File: config.mk
export PLATFORM = sky130hd
export DESIGN_NAME = iss_cell
export DESIGN_NICKNAME = d
export VERILOG_FILES = /design/src/rtl/iss_pkg.sv /design/src/rtl/iss_cell.sv
export SDC_FILE = /design/constraint.sdc
export NUM_CORES = 1
export LEC_CHECK = 0
export ABC_AREA = 1
export BUFFER_PORTS_ARGS = -buffer_cell sky130_fd_sc_hd__buf_2
export CAP_MARGIN = 20
export CORE_MARGIN = 2
export CORE_UTILIZATION = 40
export DETAILED_ROUTE_END_ITERATION = 16
export HOLD_SLACK_MARGIN = 0.12
export PLACE_DENSITY = 0.89
export SLEW_MARGIN = 25
export SYNTH_ARGS = -nofsm -noshare
export SYNTH_HDL_FRONTEND = slang
export SYNTH_SLANG_ARGS = --single-unit
File: constraint.sdc
create_clock -name clk -period 2.9 [get_ports clk]
set_input_delay 0.58 -clock clk [delete_from_list [all_inputs] [get_ports clk]]
set_output_delay 0.58 -clock clk [all_outputs]
set_load 0.03 [all_outputs]
File: src/rtl/iss_pkg.sv
`default_nettype none
// ----------------------------------------------------------------------------
// iss_pkg: shared types and codes of the indexed sequence store
// Command and status codes, field widths and the cell operation codes.
// ----------------------------------------------------------------------------
package iss_pkg;

	localparam int CMD_W = 4;
	localparam int POS_W = 7;
	localparam int VAL_W = 32;
	localparam int ST_W  = 2;
	localparam int CNT_W = 7;

	typedef logic [CMD_W-1:0]        cmd_t;
	typedef logic [POS_W-1:0]        pos_t;
	typedef logic signed [VAL_W-1:0] val_t;
	typedef logic [ST_W-1:0]         status_t;
	typedef logic [CNT_W-1:0]        cnt_t;

	localparam cmd_t CMD_PUSH_FRONT = 4'd0;
	localparam cmd_t CMD_PUSH_BACK  = 4'd1;
	localparam cmd_t CMD_POP_FRONT  = 4'd2;
	localparam cmd_t CMD_POP_BACK   = 4'd3;
	localparam cmd_t CMD_READ_AT    = 4'd4;
	localparam cmd_t CMD_READ_END   = 4'd5;
	localparam cmd_t CMD_INSERT     = 4'd6;
	localparam cmd_t CMD_ERASE      = 4'd7;
	localparam cmd_t CMD_REMOVE     = 4'd8;

	localparam status_t ST_OK      = 2'd0;
	localparam status_t ST_RANGE   = 2'd1;
	localparam status_t ST_FULL    = 2'd2;
	localparam status_t ST_MISSING = 2'd3;

	typedef logic [1:0] cell_op_t;

	localparam cell_op_t CELL_HOLD      = 2'd0;
	localparam cell_op_t CELL_TAKE_PREV = 2'd1;
	localparam cell_op_t CELL_TAKE_NEXT = 2'd2;
	localparam cell_op_t CELL_LOAD      = 2'd3;

endpackage
`default_nettype wire

File: src/rtl/iss_cell.sv
`default_nettype none
// ----------------------------------------------------------------------------
// iss_cell: one storage cell of the sequence row
// Holds one value, shifts from either neighbor or loads a new value, and
// compares its value against a search key.
// ----------------------------------------------------------------------------
module iss_cell (
	input  wire logic            clk,
	input  wire iss_pkg::cell_op_t op,
	input  wire iss_pkg::val_t   prev_value,
	input  wire iss_pkg::val_t   next_value,
	input  wire iss_pkg::val_t   load_value,
	input  wire iss_pkg::val_t   cmp_value,
	output iss_pkg::val_t        value,
	output logic                 equal
);
	import iss_pkg::*;

	val_t value_q;

	always_ff @(posedge clk) begin
		unique case (op)
			CELL_HOLD:      value_q <= value_q;
			CELL_TAKE_PREV: value_q <= prev_value;
			CELL_TAKE_NEXT: value_q <= next_value;
			CELL_LOAD:      value_q <= load_value;
			default:        value_q <= value_q;
		endcase
	end

	assign value = value_q;
	assign equal = (value_q == cmp_value);

endmodule
`default_nettype wire
==> results of run 1 <==
## kinds of logic after synthesis
logic type / synth area share (%)
xor+xnor: 1.15
buf+inv: 12.1
flops: 41.9
simple gates: 44.9
## tightest hold or removal path: cells and delay by family
kind,cells,cell delay [ns]
and+or+nand+nor,2,0.09
buffers and inverters,1,0.07
## synth_stat cells
library cell    n  area (um2)
or2_2           1        6.26
xor2_1          3        26.3
nor2_8          1        20.0
edfxtp_1       32         961
inv_1          47         176
nand3_1        64         320
buf_6           3        33.8
buf_2           9        45.0
buf_4           2        15.0
nand2_1       139         522
nor2_1         43         161
inv_4           1        6.26
## routing by layer
| layer | track usage [%] | up-vias | share of wire [%] | wire [um] |
|---|---|---|---|---|
| met5 | 0 | - | 0 | 0 |
| met4 | 8.10 | 0 | 1.3 | 91 |
| met3 | 3.28 | 9 | 6.1 | 426 |
| met2 | 39.3 | 131 | 52 | 3600 |
| met1 | 23.9 | 1204 | 41 | 2820 |
| li1 | - | 1386 | - | - |
## stage by stage
| stage | utilization (%) | hold WS, ns | instances |
|---|---|---|---|
| after detailed placement | 56.7 | 0.860 | 568 |
| after floorplan | - | 0.770 | 345 |
| after global placement | 56.7 | 0.857 | 568 |
| after global routing | 57.9 | 0.567 | 573 |
| after CTS | 57.9 | 0.567 | 573 |
| final | 57.9 | 0.572 | 573 |
## final cells by class
type | instances | area (um2)
inverter | 48 | 183
multi-input combinational | 251 | 1060
tap | 72 | 90.1
fill | 526 | 2320
clock buffer | 5 | 68.8
sequential | 32 | 961
timing repair buffer | 165 | 831
## power by group
group / leakage [uW] / internal [uW] / switching [uW]
Clock: 0.0000359 / 155 / 155
Sequential: 0.000330 / 578 / 39.4
Combinational: 0.00149 / 168 / 285
Total: 0.00186 / 900 / 480
## worst min path at each step
stage	to	slack, ns	cells past startpoint	start
6_report	value[0]$_DFFE_PP_	0.57	3	next_value[0]
5_1_grt	value[29]$_DFFE_PP_	0.57	3	next_value[29]
4_1_cts	value[31]$_DFFE_PP_	0.57	3	next_value[31]
3_5_place_dp	value[13]$_DFFE_PP_	0.86	3	next_value[13]
3_3_place_gp	value[31]$_DFFE_PP_	0.86	3	next_value[31]
2_1_floorplan	value[0]$_DFFE_PP_	0.77	2	next_value[0]
==> run metrics, run 1 <==
outcome=completed; clock-pin slew on the worst setup and hold paths=0.06 ns; fmax=0.469 GHz; post-synthesis sequential area ratio=41.9%; Clock Tree Buf Depth=2; Syn Nets=476; CP cell instances=nor2_1, nor2_1, nor2_1, nand2_1, nor2_1, nand2_1, nor2_1, buf_2; Layout area overhead=39.1%; Hold Path Class=input pin to register; Startpoint Class=register; largest net degree at the start of global routing=34; Syn Area/Cell=6.65 um2; post-route cell area=3190 um2; crit path to=equal; count of warnings emitted by yosys=0; RSZ-0062 raised after global routing=false; Max-Cap Viols=0; final setup fails=0; GR Overflow Total=0; Post-DP Area=3120 um2; # DRC=0; routed via count=2730; DR pass1 iterations=4; synthesized area=2290 um2; postcts setup bufs=0; # diodes=0; Worst Path Buf+Inv=1; relative slew slack=48.8%; first-pass GRT wire length=10400 um; CP required=2.32 ns; Slowest Stage Delay on Critical Path=0.41 ns; Via density=4.76; post-cts resize count=0; Max VDD drop=249 uV; htree depth=2; TritonCTS buffer count=5; CP Capture Type=output port; hpwl dp=5320 um; Core ar.=5510 um2; share of the clock period used by the worst path=73.6%; Worst Path Arrival=1.55 ns; I/O Buffers=163; Initial Util=41.6%; Std-Cell Rows=27; Die H=79.7 um; chip width=79.7 um; worst-margin pin slew=0.769 ns; CP Launch Point=value[13]$_DFFE_PP_; crit-path max FO=3; count of different cell masters after synthesis=12; Largest register FFs=32; cells after synthesis=345; critical path depth=8; vias in the first global route=2401; share of layout cells above drive strength 1=34.5%; CTS tree=built; CP max stage cell=edfxtp_1; # hold bufs at CTS=0; most frequent cells in the layout=163 x buf_2, 139 x nand2_1, 64 x nand3_1, 47 x inv_1, 43 x nor2_1; initial drt markers=102; commonest non-fill, non-tap cell in the layout=buf_2; CTS Root Cell=clkbuf_8; Routed WL=6930 um; leakage=0.00186 uW; final layout net count=634; Die ar.=6360 um2; Crit Path Category=register to output port; Avg WL per Cell=12.1 um; initial antenna violation count=0; cell family with most CP delay=simple AND/OR/NAND/NOR gates; max-slew violation count=0; I/O Pins=164; antenna-violating nets left=0; cell with the most instances on the worst path=nor2_1; dpl ws=0.797 ns; Yosys reg bits=32; Setup WS post-layout=0.766 ns; Final Total Pwr=1380 uW; GPL Wtd Cong=0.815; power density cells=433 nW/um2; clk sinks=32; min cycle time layout=2.13 ns; Setup TNS=0 ns; endpoints failing hold=0; All-Layer GR Usage=21.1%
No activity file was read; power rests on OpenSTA's default activity.
==> run 2: changes to the inputs <==
ABC_AREA = 0   (was 1)
CORE_UTILIZATION = 35   (was 40)
PLACE_DENSITY = 0.87   (was 0.89)
clock period = 1.7 ns   (was 2.9 ns; I/O delays follow)
==> run 2 against run 1 <==
  * The flow now finishes with violations (setup timing)
  * First-iteration DRC count down 21%
  * Non-clock buffer count up 9
  * Die area down 0.94%
  * Highest routed layer unchanged
==> run metrics, run 2 <==
Setup WS post-layout=-0.401 ns (-1.17 ns); main combinational cell family by area after synthesis=multiplexers; antenna-violating nets left=0 (unchanged); count of warnings emitted by yosys=0 (unchanged); multi-input logic area=998 um2 (-5.4%); CTS tree=built; failing checks=setup timing; Avg WL per Cell=13.3 um (+9.9%); All-Layer GR Usage=17.7% (-3.4 points); cells after synthesis=183 (-47%); Fillers=477 (-9.3%); # DRC=0 (unchanged); area leader, netlist=edfxtp_1; dominant synthesized flop cell=edfxtp_1; Worst Path Arrival=1.76 ns (+0.21 ns); Clock Tree Buf Depth=2 (unchanged); fin util=55.1% (-2.8 points); chip width=79.3 um (-0.47%); Via density=4.70 (-1.4%); first-pass GRT wire length=8310 um (-20%); Syn Area/Cell=10.9 um2 (+63%); synthesized area=1990 um2 (-13%); post-synthesis sequential area ratio=48.4% (+6.5 points); CP Capture Type=output port; fmax=0.476 GHz; Worst Hold End=value[23]$_DFFE_PP_; Die ar.=6300 um2 (-0.94%); Synth area leaders=edfxtp_1 48%, mux2i_1 16%, xor2_1 14%; Async S/R FF share, synth=0% (unchanged); GR Overflow Total=0 (unchanged); htree depth=2 (unchanged); initial antenna violation count=0 (unchanged); largest net degree at the start of global routing=65 (+91%); outcome=finished with violations; RSZ-0062 raised after global routing=true; CP required=1.36 ns (-0.96 ns); Largest register FFs=32 (unchanged); Synth Area in Compound Gates=8.06% (+8.1 points); Initial Util=36.1% (-5.6 points); Max VDD drop=388 uV (+55%); synth cell count leaders=33 x nor2_1, 32 x a21oi_1, 32 x edfxtp_1, 32 x mux2i_1, 32 x xor2_1; final layout net count=484 (-24%); Hold Path Class=input pin to register; share of the clock period used by the worst path=124%; Std-Cell Rows=27 (unchanged); post-synthesis xor/xnor area fraction=14.1% (+13 points); CP Launch Point=value[17]$_DFFE_PP_; relative slew slack=48.8% (+0.053 points); worst-margin pin slew=0.768 ns (-0.000796 ns); hold path cells=3 (unchanged); I/O Pins=164 (unchanged); Reg area=961 um2 (unchanged); GPL Wtd Cong=0.698 (-14%); Startpoint Class=register; Simple-Gate Fraction of Synth Area=9.70% (-35 points); count of different cell masters after synthesis=12 (unchanged); initial drt markers=81 (-21%); Syn Nets=314 (-34%); Crit Path Category=register to output port; DR pass1 iterations=4 (unchanged); crit-path max FO=2 (-1); share of layout cells above drive strength 1=52.8% (+18 points); TritonCTS buffer count=5 (unchanged); CTS Root Cell=clkbuf_8; Yosys reg bits=32 (unchanged); EDFF count, synth=32 (unchanged); vias in the first global route=1864 (-22%); power density cells=773 nW/um2 (+79%); Routed WL=5670 um (-18%); Hold Startpoint=prev_value[23]; I/O Buffers=163 (unchanged); hpwl dp=4500 um (-16%); dpl cells=418 (-26%); endpoints failing hold=0 (unchanged); clock-pin slew on the worst setup and hold paths=0.06 ns (about the same); # diodes=0 (unchanged); Yosys top cell area share=48.4% (+6.5 points); Max-Cap Viols=0 (unchanged); Core ar.=5510 um2 (unchanged); final setup fails=1 (+1); Layout area overhead=52.7%; count leader, synth=nor2_1; routed via count=2001 (-27%); post-synthesis adder-cell area fraction=0% (unchanged); max-slew violation count=0 (unchanged); post-synthesis mux area share=16.1% (+16 points); clk sinks=32 (unchanged); dpl ws=-0.312 ns (-1.11 ns); Die H=79.3 um (-0.47%); commonest non-fill, non-tap cell in the layout=buf_2; Cell Count, Final, Fillers Out=426 (-26%); Final Total Pwr=2340 uW (+70%); leakage=0.00150 uW (-20%); min cycle time layout=2.10 ns
-- run 2: cell type report --
class	instances	share of cell area, %
clock inverter	1	0.124
clock buffer	7	2.52
multi-input combinational	140	32.9
sequential	32	31.7
timing repair buffer	174	29.8
tap	72	2.97
-- run 2: cell families (layout without fill, tap and decap cells) --
logic type | after synthesis | in the layout
simple gates | 44 | 44
compound gates | 32 | 32
xor+xnor | 32 | 32
mux | 32 | 32
flops | 32 | 32
buf+inv | 11 | 182
-- run 2: worst max path at each step --
stage                        to
after floorplan           equal
after detailed placement  equal
final                     equal
after CTS                 equal
after global placement    equal
after global routing      equal
-- run 2: layer usage --
metal	part of all wire (%)	GRT usage, %	vias up	routed length (um)
met2	52	33.0	117	2960
met1	38	19.0	879	2130
met4	1.1	6.03	0	65
met5	0	0	-	0
li1	-	-	1000	-
met3	9.1	5.00	5	514
-- run 2: stage by stage --
step / setup TNS [ns] / instance area, um2 / hold WS [ns]
after floorplan: -0.0219 / 1990 / 0.565
after global placement: -0.310 / 2910 / 0.659
after detailed placement: -0.312 / 2910 / 0.669
after CTS: -0.437 / 3010 / 0.372
after global routing: -0.495 / 3030 / 0.383
final: -0.401 / 3030 / 0.380
-- run 2: worst max-delay path, stage by stage, from the launching register on --
cell and delay (ns):
edfxtp_1 0.39, xor2_1 0.17, nor4_2 0.36, buf_4 0.18, nand4_1 0.11, nor2_4 0.13
buf_6 0.14
-- run 2: power by group --
group          internal [uW]  leakage, uW  switching (uW)
Clock                    285    0.0000399             266
Combinational            312      0.00113             439
Sequential               983     0.000322            59.6
Total                   1580      0.00150             765
-- run 2: timing repair --
action	4_1_cts	5_1_grt
hold buffers	0	0
setup buffers	0	0
hold endpoints to repair	0	0
resized for setup	4	4
setup endpoints to repair	1	1
pin swaps	4	2
==> run 3: changes to the inputs <==
clock period = 1.8 ns   (was 1.7 ns; I/O delays follow)
==> run 3 against run 2 <==
  * The flow still finishes with violations (setup timing)
  * Critical path depth shrank 1
  * Die area is the same
  * Global-route usage increased by 0.62 points
  * Sequential share of layout area increased by 0.22 points
  * Non-clock buffer count is 4 lower
  * Sequential cell count unchanged
  * First-iteration DRC count is 46% lower
  * Via count decreased by 0.40%
  * Combinational power decreased by 8.3%
  * Count of clock-buffer cells in the layout is 2 lower
  * Critical endpoint unchanged
  * Largest cell class unchanged
==> run metrics, run 3 (same netlist as run 2, synthesis figures left out) <==
outcome=finished with violations; failing checks=setup timing; GR Overflow Total=0 (unchanged); Initial Util=36.1% (unchanged); I/O Pins=164 (unchanged); Hold Path Class=input pin to register; initial antenna violation count=0 (unchanged); Routed WL=5750 um (+1.5%); Largest register FFs=32 (unchanged); first-pass GRT wire length=8740 um (+5.2%); power density cells=776 nW/um2 (+0.49%); Max VDD drop=401 uV (+3.4%); leakage=0.00149 uW (-0.54%); Max-Cap Viols=0 (unchanged); share of layout cells above drive strength 1=52.0% (-0.82 points); TritonCTS buffer count=5 (unchanged); min cycle time layout=2.05 ns; # diodes=0 (unchanged); Final Total Pwr=2340 uW (-0.21%); commonest non-fill, non-tap cell in the layout=buf_2; Layout area overhead=51.6%; worst-margin pin slew=0.770 ns (+0.00204 ns); All-Layer GR Usage=18.3% (+0.62 points); final setup fails=1 (unchanged); largest net degree at the start of global routing=65 (unchanged); clock-pin slew on the worst setup and hold paths=0.07 ns (about the same); relative slew slack=48.7% (-0.14 points); DR pass1 iterations=4 (unchanged); max-slew violation count=0 (unchanged); # DRC=0 (unchanged); hpwl dp=4610 um (+2.5%); CP Capture Type=output port; share of the clock period used by the worst path=114%; vias in the first global route=2010 (+7.8%); GPL Wtd Cong=0.714 (+2.3%); antenna-violating nets left=0 (unchanged); clk sinks=32 (unchanged); htree depth=2 (unchanged); final layout net count=480 (-0.83%); Setup TNS=-0.250 ns (+0.151 ns); Via density=4.72 (+0.54%); routed via count=1993 (-0.40%); Worst Path Arrival=1.69 ns (-0.07 ns); hold_ws=0.404 ns (+0.0245 ns); Crit Path Category=register to output port; dpl ws=-0.243 ns (+0.0692 ns); crit-path max FO=2 (unchanged); Setup WS post-layout=-0.250 ns (+0.151 ns); postcts setup bufs=0 (unchanged); I/O Buffers=163 (unchanged); endpoints failing hold=0 (unchanged); initial drt markers=44 (-46%); Die H=79.3 um (unchanged); CP required=1.44 ns (+0.08 ns); Std-Cell Rows=27 (unchanged); Clock Tree Buf Depth=2 (unchanged); Die ar.=6300 um2 (unchanged); RSZ-0062 raised after global routing=true; fmax=0.488 GHz; hold path cells=3 (unchanged); Avg WL per Cell=13.6 um (+2.5%); CTS tree=built; chip width=79.3 um (unchanged); CTS Root Cell=clkbuf_8; Startpoint Class=register; Core ar.=5510 um2 (unchanged)
==> run 3: critical path, cell delays in order, from the launching register on <==
cell      delay [ns]
edfxtp_1        0.40
xor2_1          0.16
nor4_1          0.43
nand4_1         0.17
nor2_2          0.13
buf_6           0.14
==> run 3: path summary, 6_finish.rpt <==
kind / from / end / slack [ns]
max: value[24]$_DFFE_PP_ / equal / -0.25
min: prev_value[30] / value[30]$_DFFE_PP_ / 0.40
==> run 3: layout make-up <==
cell class | instances | area (um2)
clock buffer | 5 | 68.8
sequential | 32 | 961
fill | 511 | 2490
multi-input combinational | 140 | 981
timing repair buffer | 170 | 875
clock inverter | 3 | 37.5
tap | 72 | 90.1
==> run 3: per-stage QoR <==
stage / area, um2 / util, % / cells
floorplan: 1990 / - / 183
global placement: 2880 / 52.2 / 414
detailed placement: 2880 / 52.2 / 414
CTS: 3010 / 54.6 / 422
global route: 3010 / 54.7 / 422
finish: 3010 / 54.7 / 422
==> run 3: power by group <==
group	internal [uW]	switching [uW]
registers	928	60.5
logic	283	406
clock network	403	258
total	1610	725
==> run 3: repair_timing <==
item / CTS / global route
gates resized for setup: 5 / 1
endpoints found under the setup margin: 1 / 1
hold buffers: 0 / 0
pin swaps: 2 / 1
==> run 3: layer usage <==
| metal | vias to the layer above | part of all wire, % | GRT usage (%) |
|---|---|---|---|
| met5 | - | 0 | 0 |
| met4 | 0 | 1.2 | 6.21 |
| met3 | 4 | 8.3 | 5.45 |
| met2 | 106 | 53 | 35.8 |
| met1 | 894 | 37 | 18.0 |
| li1 | 989 | - | - |
